### src/design/plr_pkg.sv
// shared types and constants of the polyphase line resampler
package plr_pkg;

  localparam int MAX_TAPS_DEF   = 7;
  localparam int MAX_PHASES_DEF = 16;
  localparam int MAX_WIDTH_DEF  = 4096;

  localparam int OUT_SHIFT   = 5;
  localparam int PIX_MAX     = 8'hff;
  localparam int PIX_LIMIT   = 256;
  localparam int MAX_RESULTS = 64;
  localparam int MAX_DOWN    = 16;
  localparam int MAX_OUTW    = 65536;
  localparam int QUEUE_DEPTH = 2;

  localparam logic [2:0] REG_INTERP    = 3'd0;
  localparam logic [2:0] REG_DECIM     = 3'd1;
  localparam logic [2:0] REG_TAP_COUNT = 3'd2;
  localparam logic [2:0] REG_LINE_LEN  = 3'd3;
  localparam logic [2:0] REG_OUT_LEN   = 3'd4;

  localparam logic CMD_PIXEL = 1'b0;
  localparam logic CMD_COEF  = 1'b1;

  typedef struct packed {
    logic              cmd;
    logic [7:0]        pixel;
    logic              line_end;
    logic [3:0]        coef_phase;
    logic [2:0]        coef_tap;
    logic signed [15:0] coef_value;
  } in_item_t;

  typedef struct packed {
    logic [7:0]  out_pixel;
    logic [15:0] out_position;
    logic        run_last;
    logic        line_last;
  } out_item_t;

  typedef struct packed {
    logic [4:0]  interp;
    logic [4:0]  decim;
    logic [2:0]  tap_count;
    logic [12:0] line_len;
    logic [16:0] out_len;
  } cfg_t;

endpackage

### src/design/plr_ram.sv
// generic single-write, single-read ram with registered read data
module plr_ram #(
  parameter int WIDTH = 16,
  parameter int DEPTH = 112
) (
  input  logic                     clk,
  input  logic                     we,
  input  logic [$clog2(DEPTH)-1:0] waddr,
  input  logic [WIDTH-1:0]         wdata,
  input  logic [$clog2(DEPTH)-1:0] raddr,
  output logic [WIDTH-1:0]         rdata
);

  logic [WIDTH-1:0] mem [DEPTH];

  always_ff @(posedge clk) begin
    if (we) begin
      mem[waddr] <= wdata;
    end
    rdata <= mem[raddr];
  end

endmodule

### src/design/plr_queue.sv
// front end: accepts input items into a short queue ahead of the engine
module plr_queue #(
  parameter int DEPTH = plr_pkg::QUEUE_DEPTH
) (
  input  logic              clk,
  input  logic              rst,
  input  logic              pix_valid,
  output logic              pix_stall,
  input  plr_pkg::in_item_t pix_item,
  output logic              head_valid,
  output plr_pkg::in_item_t head,
  input  logic              pop
);

  localparam int PW = (DEPTH > 1) ? $clog2(DEPTH) : 1;
  localparam int CW = $clog2(DEPTH + 1);

  plr_pkg::in_item_t slots [DEPTH];
  logic [PW-1:0] wptr;
  logic [PW-1:0] rptr;
  logic [CW-1:0] count;
  logic push;
  logic take;

  assign pix_stall  = (count == CW'(DEPTH));
  assign push       = pix_valid && !pix_stall;
  assign head_valid = (count != '0);
  assign take       = pop && head_valid;
  assign head       = slots[rptr];

  always_ff @(posedge clk) begin
    if (push) begin
      slots[wptr] <= pix_item;
    end
    if (rst) begin
      wptr  <= '0;
      rptr  <= '0;
      count <= '0;
    end else begin
      if (push) begin
        wptr <= (wptr == PW'(DEPTH - 1)) ? '0 : wptr + 1'b1;
      end
      if (take) begin
        rptr <= (rptr == PW'(DEPTH - 1)) ? '0 : rptr + 1'b1;
      end
      if (push && !take) begin
        count <= count + 1'b1;
      end else if (take && !push) begin
        count <= count - 1'b1;
      end
    end
  end

endmodule

### src/design/plr_engine.sv
// back end: coefficient store, pixel window and multiply-accumulate sequencer
module plr_engine #(
  parameter int MAX_TAPS   = plr_pkg::MAX_TAPS_DEF,
  parameter int MAX_PHASES = plr_pkg::MAX_PHASES_DEF,
  parameter int MAX_WIDTH  = plr_pkg::MAX_WIDTH_DEF
) (
  input  logic               clk,
  input  logic               rst,
  input  plr_pkg::cfg_t      cfg,
  input  logic               head_valid,
  input  plr_pkg::in_item_t  head,
  output logic               pop,
  output logic               res_valid,
  input  logic               res_stall,
  output plr_pkg::out_item_t res_item
);

  localparam int WW  = $clog2(MAX_WIDTH + 1);
  localparam int KW  = $clog2(MAX_WIDTH);
  localparam int PHW = (MAX_PHASES > 1) ? $clog2(MAX_PHASES) : 1;
  localparam int JW  = $clog2(MAX_TAPS + 1);
  localparam int WIW = (MAX_TAPS > 1) ? $clog2(MAX_TAPS) : 1;
  localparam int AW  = $clog2(MAX_PHASES * MAX_TAPS);
  localparam int CW  = 21;
  localparam int SW  = CW + 2;
  localparam int TW  = 6;
  localparam int NW  = $clog2(plr_pkg::MAX_RESULTS + 1);

  typedef enum logic [6:0] {
    S_IDLE   = 7'b0000001,
    S_PASS   = 7'b0000010,
    S_CHECK  = 7'b0000100,
    S_MAC    = 7'b0001000,
    S_DRAIN  = 7'b0010000,
    S_ADV    = 7'b0100000,
    S_FINISH = 7'b1000000
  } state_t;

  state_t state;

  logic [7:0]        win [MAX_TAPS];
  logic [KW-1:0]     k;
  logic [16:0]       next_out;
  logic [PHW-1:0]    phase;
  logic [TW-1:0]     t;
  logic [CW-1:0]     center;
  logic              final_px;
  logic [NW-1:0]     n;
  logic [JW-1:0]     j;
  logic signed [31:0] acc;
  logic              s1_v;
  logic [7:0]        s1_pix;
  logic              s2_v;
  logic signed [24:0] prod;
  logic              pend_valid;
  logic [7:0]        pend_pixel;
  logic [15:0]       pend_pos;

  // saturated register values
  logic [WW-1:0] inw;
  logic [16:0]   outw;
  logic [4:0]    up;
  logic [4:0]    down;
  logic [2:0]    taps;
  logic [2:0]    hi;

  always_comb begin
    if (cfg.line_len == '0) begin
      inw = WW'(1);
    end else if (int'(cfg.line_len) > MAX_WIDTH) begin
      inw = WW'(MAX_WIDTH);
    end else begin
      inw = WW'(cfg.line_len);
    end
    if (cfg.out_len == '0) begin
      outw = 17'd1;
    end else if (int'(cfg.out_len) > plr_pkg::MAX_OUTW) begin
      outw = 17'(plr_pkg::MAX_OUTW);
    end else begin
      outw = cfg.out_len;
    end
    if (cfg.interp == '0) begin
      up = 5'd1;
    end else if (int'(cfg.interp) > MAX_PHASES) begin
      up = 5'(MAX_PHASES);
    end else begin
      up = cfg.interp;
    end
    if (cfg.decim == '0) begin
      down = 5'd1;
    end else if (int'(cfg.decim) > plr_pkg::MAX_DOWN) begin
      down = 5'(plr_pkg::MAX_DOWN);
    end else begin
      down = cfg.decim;
    end
    if (cfg.tap_count == '0) begin
      taps = 3'd1;
    end else if (int'(cfg.tap_count) > MAX_TAPS) begin
      taps = 3'(MAX_TAPS);
    end else begin
      taps = cfg.tap_count;
    end
    hi = taps - 3'd1 - (taps >> 1);
  end

  // source position of window slot j and its distance back from the newest pixel
  logic signed [SW-1:0] src_pos;
  logic signed [SW-1:0] src_dist;
  logic                 src_in;
  logic [WIW-1:0]       win_idx;

  always_comb begin
    src_pos  = $signed({2'b00, center}) + $signed(SW'(j)) - $signed(SW'(taps >> 1));
    src_dist = $signed(SW'(k)) - src_pos;
    src_in   = !src_pos[SW-1] && !src_dist[SW-1] && (src_dist < $signed(SW'(MAX_TAPS)));
    win_idx  = src_dist[WIW-1:0];
  end

  // coefficient store
  logic          ram_we;
  logic [AW-1:0] ram_waddr;
  logic [AW-1:0] ram_raddr;
  logic [15:0]   ram_rdata;
  logic          take;
  logic          is_coef;

  assign take    = head_valid && (state == S_IDLE);
  assign pop     = take;
  assign is_coef = (head.cmd == plr_pkg::CMD_COEF);

  assign ram_we    = take && is_coef && (int'(head.coef_phase) < MAX_PHASES)
                     && (int'(head.coef_tap) < MAX_TAPS);
  assign ram_waddr = AW'(int'(head.coef_phase) * MAX_TAPS + int'(head.coef_tap));
  assign ram_raddr = AW'(int'(phase) * MAX_TAPS + int'(taps) - 1 - int'(j));

  plr_ram #(
    .WIDTH (16),
    .DEPTH (MAX_PHASES * MAX_TAPS)
  ) u_coef_ram (
    .clk   (clk),
    .we    (ram_we),
    .waddr (ram_waddr),
    .wdata (head.coef_value),
    .raddr (ram_raddr),
    .rdata (ram_rdata)
  );

  logic more;
  logic slot_free;
  logic emit;
  logic signed [31:0] q;
  logic [7:0] q_pix;

  assign more = (int'(n) < plr_pkg::MAX_RESULTS) && (next_out < outw)
                && (final_px || (int'(center) + int'(hi) <= int'(k)));
  assign slot_free = !res_valid || !res_stall;
  assign emit      = slot_free && ((state == S_PASS) || ((state == S_CHECK) && pend_valid));

  always_comb begin
    q = acc >>> plr_pkg::OUT_SHIFT;
    if (q >= plr_pkg::PIX_LIMIT) begin
      q_pix = 8'(plr_pkg::PIX_MAX);
    end else if (q < 0) begin
      q_pix = 8'd0;
    end else begin
      q_pix = q[7:0];
    end
  end

  // multiply-accumulate pipeline: pixel select, product, accumulate
  always_ff @(posedge clk) begin
    s1_pix <= src_in ? win[win_idx] : 8'd0;
    prod   <= $signed({1'b0, s1_pix}) * $signed(ram_rdata);
    if (state == S_CHECK) begin
      acc <= '0;
    end else if (s2_v) begin
      acc <= acc + 32'(prod);
    end
    if (rst) begin
      s1_v <= 1'b0;
      s2_v <= 1'b0;
    end else begin
      s1_v <= (state == S_MAC);
      s2_v <= s1_v;
    end
  end

  always_ff @(posedge clk) begin
    if (rst) begin
      state      <= S_IDLE;
      k          <= '0;
      next_out   <= '0;
      phase      <= '0;
      t          <= '0;
      center     <= '0;
      final_px   <= 1'b0;
      n          <= '0;
      j          <= '0;
      pend_valid <= 1'b0;
      pend_pixel <= '0;
      pend_pos   <= '0;
      res_valid  <= 1'b0;
      res_item   <= '0;
      for (int i = 0; i < MAX_TAPS; i++) begin
        win[i] <= '0;
      end
    end else begin
      if (emit) begin
        res_valid <= 1'b1;
      end else if (!res_stall) begin
        res_valid <= 1'b0;
      end
      unique case (state)
        S_IDLE: begin
          if (take && !is_coef) begin
            win[0] <= head.pixel;
            for (int i = 1; i < MAX_TAPS; i++) begin
              win[i] <= win[i-1];
            end
            final_px <= head.line_end || (int'(k) + 1 >= int'(inw));
            n        <= '0;
            state    <= (17'(inw) == outw) ? S_PASS : S_CHECK;
          end
        end
        S_PASS: begin
          if (slot_free) begin
            res_item.out_pixel     <= win[0];
            res_item.out_position  <= 16'(k);
            res_item.run_last      <= 1'b1;
            res_item.line_last     <= final_px;
            state                  <= S_FINISH;
          end
        end
        S_CHECK: begin
          if (!pend_valid || slot_free) begin
            if (pend_valid) begin
              res_item.out_pixel    <= pend_pixel;
              res_item.out_position <= pend_pos;
              res_item.run_last     <= !more;
              res_item.line_last    <= !more && final_px;
              pend_valid            <= 1'b0;
            end
            if (more) begin
              j     <= '0;
              state <= S_MAC;
            end else begin
              state <= S_FINISH;
            end
          end
        end
        S_MAC: begin
          j <= j + 1'b1;
          if (j == JW'(taps - 3'd1)) begin
            state <= S_DRAIN;
          end
        end
        S_DRAIN: begin
          if (!s1_v && !s2_v) begin
            pend_valid <= 1'b1;
            pend_pixel <= q_pix;
            pend_pos   <= next_out[15:0];
            n          <= n + 1'b1;
            next_out   <= next_out + 17'd1;
            t          <= TW'(phase) + TW'(down);
            state      <= S_ADV;
          end
        end
        S_ADV: begin
          // quotient of the phase step taken one subtraction a cycle
          if (t >= TW'(up)) begin
            t      <= t - TW'(up);
            center <= center + 1'b1;
          end else begin
            phase <= t[PHW-1:0];
            state <= S_CHECK;
          end
        end
        S_FINISH: begin
          if (final_px) begin
            k        <= '0;
            next_out <= '0;
            phase    <= '0;
            center   <= '0;
            for (int i = 0; i < MAX_TAPS; i++) begin
              win[i] <= '0;
            end
          end else begin
            k <= k + 1'b1;
          end
          state <= S_IDLE;
        end
        default: begin
          state <= S_IDLE;
        end
      endcase
    end
  end

endmodule

### src/design/polyphase_line_resampler.sv
// top level of the polyphase line resampler: configuration registers and wiring
//
// Input channel pix_valid/pix_stall/pix_item carries pixel items (cmd 0) and
// coefficient load items (cmd 1); a transaction happens when valid is high
// and stall is low. Items enter a two-entry queue, so the next item is taken
// while the engine still works or a result waits on the output side.
// Results leave on res_valid/res_stall/res_item from an output register; a
// stalled result holds, and the engine waits for the register to free up.
// Configuration writes use cfg_valid/cfg_ready (ready is always high) with
// cfg_index selecting interpolation, decimation, taps, input and output length.
// Per item: a coefficient load is written in the idle state. A pixel when the
// line lengths match goes through the pass state, which registers its result.
// Otherwise a pixel goes, per output, through the decision state, the
// multiply-accumulate pipeline and the phase stepping; the shared multiplier
// and the stepping set its pace. The first result of a pixel is held in a
// pending register and moves to the output register in a later pass through
// the decision state, when that register is free.
// Synchronous reset empties the queue, clears the line state and the pixel
// window and restores register defaults; coefficients are undefined until loaded.
module polyphase_line_resampler #(
  parameter int MAX_TAPS   = plr_pkg::MAX_TAPS_DEF,
  parameter int MAX_PHASES = plr_pkg::MAX_PHASES_DEF,
  parameter int MAX_WIDTH  = plr_pkg::MAX_WIDTH_DEF
) (
  input  logic               clk,
  input  logic               rst,
  input  logic               pix_valid,
  output logic               pix_stall,
  input  plr_pkg::in_item_t  pix_item,
  output logic               res_valid,
  input  logic               res_stall,
  output plr_pkg::out_item_t res_item,
  input  logic               cfg_valid,
  output logic               cfg_ready,
  input  logic [2:0]         cfg_index,
  input  logic [16:0]        cfg_data
);

  plr_pkg::cfg_t     cfg;
  logic              head_valid;
  plr_pkg::in_item_t head;
  logic              pop;

  assign cfg_ready = 1'b1;

  always_ff @(posedge clk) begin
    if (rst) begin
      cfg.interp    <= 5'd1;
      cfg.decim     <= 5'd1;
      cfg.tap_count <= 3'd5;
      cfg.line_len  <= 13'd1;
      cfg.out_len   <= 17'd1;
    end else if (cfg_valid && cfg_ready) begin
      unique case (cfg_index)
        plr_pkg::REG_INTERP:    cfg.interp    <= cfg_data[4:0];
        plr_pkg::REG_DECIM:     cfg.decim     <= cfg_data[4:0];
        plr_pkg::REG_TAP_COUNT: cfg.tap_count <= cfg_data[2:0];
        plr_pkg::REG_LINE_LEN:  cfg.line_len  <= cfg_data[12:0];
        plr_pkg::REG_OUT_LEN:   cfg.out_len   <= cfg_data;
        default: begin
        end
      endcase
    end
  end

  plr_queue #(
    .DEPTH (plr_pkg::QUEUE_DEPTH)
  ) u_queue (
    .clk        (clk),
    .rst        (rst),
    .pix_valid  (pix_valid),
    .pix_stall  (pix_stall),
    .pix_item   (pix_item),
    .head_valid (head_valid),
    .head       (head),
    .pop        (pop)
  );

  plr_engine #(
    .MAX_TAPS   (MAX_TAPS),
    .MAX_PHASES (MAX_PHASES),
    .MAX_WIDTH  (MAX_WIDTH)
  ) u_engine (
    .clk        (clk),
    .rst        (rst),
    .cfg        (cfg),
    .head_valid (head_valid),
    .head       (head),
    .pop        (pop),
    .res_valid  (res_valid),
    .res_stall  (res_stall),
    .res_item   (res_item)
  );

endmodule

### config.mk
export PLATFORM = sky130hd
export DESIGN_NAME = polyphase_line_resampler
export DESIGN_NICKNAME = d
export VERILOG_FILES = /design/src/design/plr_pkg.sv /design/src/design/plr_ram.sv /design/src/design/plr_queue.sv /design/src/design/plr_engine.sv /design/src/design/polyphase_line_resampler.sv
export SDC_FILE = /design/constraint.sdc
export NUM_CORES = 2
export LEC_CHECK = 0
export BUFFER_PORTS_ARGS = -buffer_cell sky130_fd_sc_hd__buf_4
export CELL_PAD_IN_SITES_DETAIL_PLACEMENT = 1
export CELL_PAD_IN_SITES_GLOBAL_PLACEMENT = 1
export CORE_ASPECT_RATIO = 1.25
export CORE_MARGIN = 5
export CORE_UTILIZATION = 50
export DETAILED_ROUTE_END_ITERATION = 10
export PLACE_DENSITY_LB_ADDON = 0.1
export SETUP_SLACK_MARGIN = 0.05
export SLEW_MARGIN = 20
export SYNTH_ARGS = -nofsm -noshare
export SYNTH_HDL_FRONTEND = slang
export SYNTH_SLANG_ARGS = --single-unit
### constraint.sdc
create_clock -name clk -period 12.8 [get_ports clk]
set_clock_uncertainty 0.15 [all_clocks]
set_input_delay 2.56 -clock clk [delete_from_list [all_inputs] [get_ports clk]]
set_output_delay 2.56 -clock clk [all_outputs]
set_load 0.05 [all_outputs]
==> results.py <==
metrics = {
    "yosys": {
        "synth_top_family_by_area": "multiplexers",
        "yosysSeqAreaShare_pct": 66.4,
        "ys_ff_latch": 2175,
        "synth_cell_types": 100,
        "syn_nets": 6018,
        "ys.flop_type": "edfxtp_1",
        "synth-compound-area-share_pct": 3.98,
        "yosys_warnings": 0,
        "yosys-top-cells-area": "edfxtp_1, mux4_2, dfxtp_1",
        "synth_top_area_share_pct": 60.3,
        "yosys.area.top_type": "edfxtp_1",
        "synth_edf_count": 1890,
        "yosys.area_share.adder_pct": 5.07,
        "syn_area_um2": 94100,
        "synth_xor_xnor_area_share_pct": 1.59,
        "synthSimpleGateAreaFrac_pct": 6.33,
        "synth_cells": 5652,
        "async_reset_ff_share_pct": 0,
        "avgSynthCellArea_um2": 16.7,
        "synthMuxAreaShare_pct": 14.6,
    },
    "power": {
        "power_density_nw_per_um2": 162,
        "p_sw_share_pct": 26.3,
        "p_seq_share_pct": 49.8,
        "p_clk_share_pct": 37.2,
        "combPwrFrac_pct": 13.0,
        "p_sw_mw": 4.51,
        "ir_drop_mv": 0.126,
        "power.leakage_nw": 35.5,
        "p_int_mw": 12.6,
    },
    "placed_design": {
        "gp_congestion": 0.809,
        "placed_area_um2": 98500,
        "port_buffers": 85,
        "dp_hpwl_um": 151000,
        "pre_cts_slack_ns": 6.40,
    },
    "critical_path": {
        "cp_slowest_cell": "a211oi_2",
        "critPathBufInv": 0,
        "crit_path_start_kind": "register",
        "path_max_fanout": 8,
        "end_kind": "register",
        "required_ns": 13.42,
        "crit_path_frequent_cell": "ha_1",
        "crit_chain": "ha_1 > fa_1 > ha_1 > a211oi_2 > mux2_2 > a22oi_1 > xor2_1 > ha_1 > o21ai_0 > a211o_1 > nand3_1 > a31o_2 > o211ai_2 > nor3_1 > ha_1 > o21ai_0 > a311o_1 > a311oi_1 > o2111ai_1 > nor4_1 > o2111ai_2 > a21oi_1",
        "path_class": "register to register",
        "crit_arrival_ns": 7.08,
        "critPathMaxStageDelay_ns": 0.56,
        "path_delay_family": "compound AO/OA/AOI/OAI gates",
    },
    "finish": {
        "fin_util_pct": 56.3,
        "fillers": 17000,
        "design_area_um2": 106000,
        "nNetsFinal": 6220,
        "drive_above_1_share_pct": 20.6,
        "synthToLayoutAreaGrowth_pct": 12.3,
    },
    "floorplanning": {
        "core.rowCount": 178,
        "start_util_pct": 50.1,
        "boundaryPins": 87,
        "floorplan.die_area_um2": 197000,
        "core-area_um2": 188000,
        "die_h_um": 495,
        "die_x_um": 398,
    },
    "routing": {
        "antenna_left": 0,
        "drcViolationCount": 0,
        "vias_per_cell": 5.99,
        "drt_wl_total_um": 243000,
        "drtIter0Drc": 4121,
        "vias": 51300,
        "drtPass1Iterations": 5,
        "avgRoutedWirePerCell_um": 28.4,
    },
    "global_routing": {
        "antenna_found_initial": 2,
        "grt_busiest_layer": "met2",
        "grt_use_met3_pct": 3.22,
        "grt_overflow_total": 0,
        "grt_pass1_vias": 54500,
        "grt_pass1_wl_um": 364000,
        "grt_max_degree": 113,
        "use_met1_pct": 33.8,
        "grt_use_total_pct": 24.9,
        "use_met2_pct": 42.9,
    },
    "clock_network": {
        "clock_sinks": 2175,
        "cts_hold_buf": 0,
        "clockBufferDepth": 3,
        "cts_tree": "built",
        "cts_resized": 0,
        "path_clk_slew_ns": 0.06,
        "numCtsBuffers": 211,
        "htree_levels": 4,
        "ctsRootBufferMaster": "clkbuf_16",
        "clock_latency_ns": 0.85,
        "post-cts-setup-buffers": 0,
    },
    "timing": {
        "hold_violations": 0,
        "holdWs_ns": 0.305,
        "setup_viol": 0,
        "slew_headroom_pct": 25.7,
        "rsz0062_at_grt": "no",
        "tightest_slew_ns": 1.11,
        "min_period_over_period_pct": 50.5,
        "max_freq_mhz": 155,
        "setup_slack_ns": 6.34,
        "fin_crit_ns": 6.46,
        "tns_ns": 0,
        "drv_slew": 0,
    },
    "run": {
        "cap_violations": 0,
    },
    "worst_hold_path": {
        "hold_path.class": "register to register",
    },
    "outcome": {
        "status": "completed",
    },
}
-- layer usage --
metal,up-vias,wire length (um)
li1,22300,-
met1,27200,99700
met2,1434,124000
met3,300,12400
met4,0,6710
met5,-,0
-- tightest hold or removal path, delay by kind of cell (launching register included) --
| kind | cells | cell delay, ns |
|---|---|---|
| AOI/OAI and AO/OA | 1 | 0.05 |
| DFF | 1 | 0.31 |
| and+or+nand+nor | 1 | 0.05 |
-- power groups by stage --
| stage | Clock [mW] | Sequential (mW) | Combinational (mW) |
|---|---|---|---|
| CTS | 6.51 | 8.51 | 2.25 |
| global route | 6.83 | 8.53 | 2.38 |
| global placement | 0 | 8.65 | 2.16 |
| finish | 6.36 | 8.51 | 2.23 |
| floorplan | 0 | 8.60 | 1.25 |
| detailed placement | 0 | 8.66 | 2.24 |
-- cell usage after synthesis (all sizes together), types with 7 or more instances --
master / instances
o21ai: 74
xor2: 70
o31ai: 7
nor4: 23
or2: 10
o21bai: 9
and2: 98
a31oi: 20
xnor2: 98
a22oi: 7
a21oi: 228
buf: 74
o21a: 21
nand3: 69
a21o: 41
o211ai: 30
ha: 186
and3: 53
dfxtp: 285
or3: 28
nand2b: 17
mux4: 568
a211o: 13
o2111ai: 8
inv: 233
edfxtp: 1890
nand2: 438
nor3: 74
clkbuf: 204
o221a: 8
a211oi: 33
nor2b: 42
or4: 10
mux2i: 67
nand3b: 9
a311oi: 24
nand4: 28
fa: 122
nor2: 339
mux2: 22
-- sequential cells by signal, indices dropped and copies added (netlist names), 2 cells and up, named ones only --
register	count
u_engine.acc	32
u_engine.next_out	17
u_engine.s1_pix	8
u_engine.pend_pixel	8
u_engine.j	3
u_queue.count	2
u_engine.k	12
u_engine.pend_pos	16
cfg	43
u_engine.prod	25
u_engine.u_coef_ram.mem	1792
u_engine.res_item	26
u_engine.win	56
u_queue.slots	66
u_engine.phase	4
u_engine.n	7
u_engine.t	6
u_engine.center	21
u_engine.u_coef_ram.rdata	16
u_engine.state	7
-- cell usage in the layout, fill, tap and decap left out, types with 72 or more instances in the layout --
master | Yosys | final
edfxtp_1 | 1890 | 1890
xnor2_1 | 98 | 95
mux4_2 | 568 | 568
dfxtp_1 | 285 | 283
and2_1 | 98 | 98
nand2_1 | 437 | 437
a21oi_1 | 227 | 225
o21ai_0 | 72 | 72
fa_1 | 122 | 121
nor3_1 | 73 | 72
inv_1 | 233 | 233
buf_4 | 4 | 256
ha_1 | 186 | 184
nor2_1 | 339 | 337
clkbuf_16 | 0 | 213
-- path summary, 6_finish.rpt --
check	from	endpoint	slack [ns]	cells after the start
max reg2reg	u_engine.j[0]	u_engine.s1_pix[4]	6.34	22
max	u_engine.j[0]	u_engine.s1_pix[4]	6.34	22
min reg2reg	u_engine.res_item[14]	u_engine.res_item[14]	0.30	2
min	u_engine.res_item[14]	u_engine.res_item[14]	0.30	2
-- logic make-up (layout without fill, tap and decap cells) --
family,after synthesis,count (layout)
DFF,2175,2175
adders and majority gates,308,308
xor gates and xnor gates,169,169
buffers and inverters,511,897
other,1,3
AOI/OAI and AO/OA,572,572
and+or+nand+nor,1259,1259
muxes,657,657
-- final cells by class --
cell class	instances	area [um^2]	share of cell area [%]
clock buffer	263	5620	5.32
inverter	233	875	0.828
sequential	2175	62500	59.1
tap	2520	3150	2.98
clock inverter	134	1530	1.45
antenna	2	5.00	0.00474
timing repair buffer	267	2100	1.99
multi-input combinational	2966	29900	28.3
-- through the flow --
stage	power (mW)	std cells
floorplan	9.85	5652
global placement	10.8	8161
detailed placement	10.9	8161
CTS	17.3	8558
global route	17.7	8559
finish	17.1	8560
Note: power is estimated with default switching activity, not from simulation.
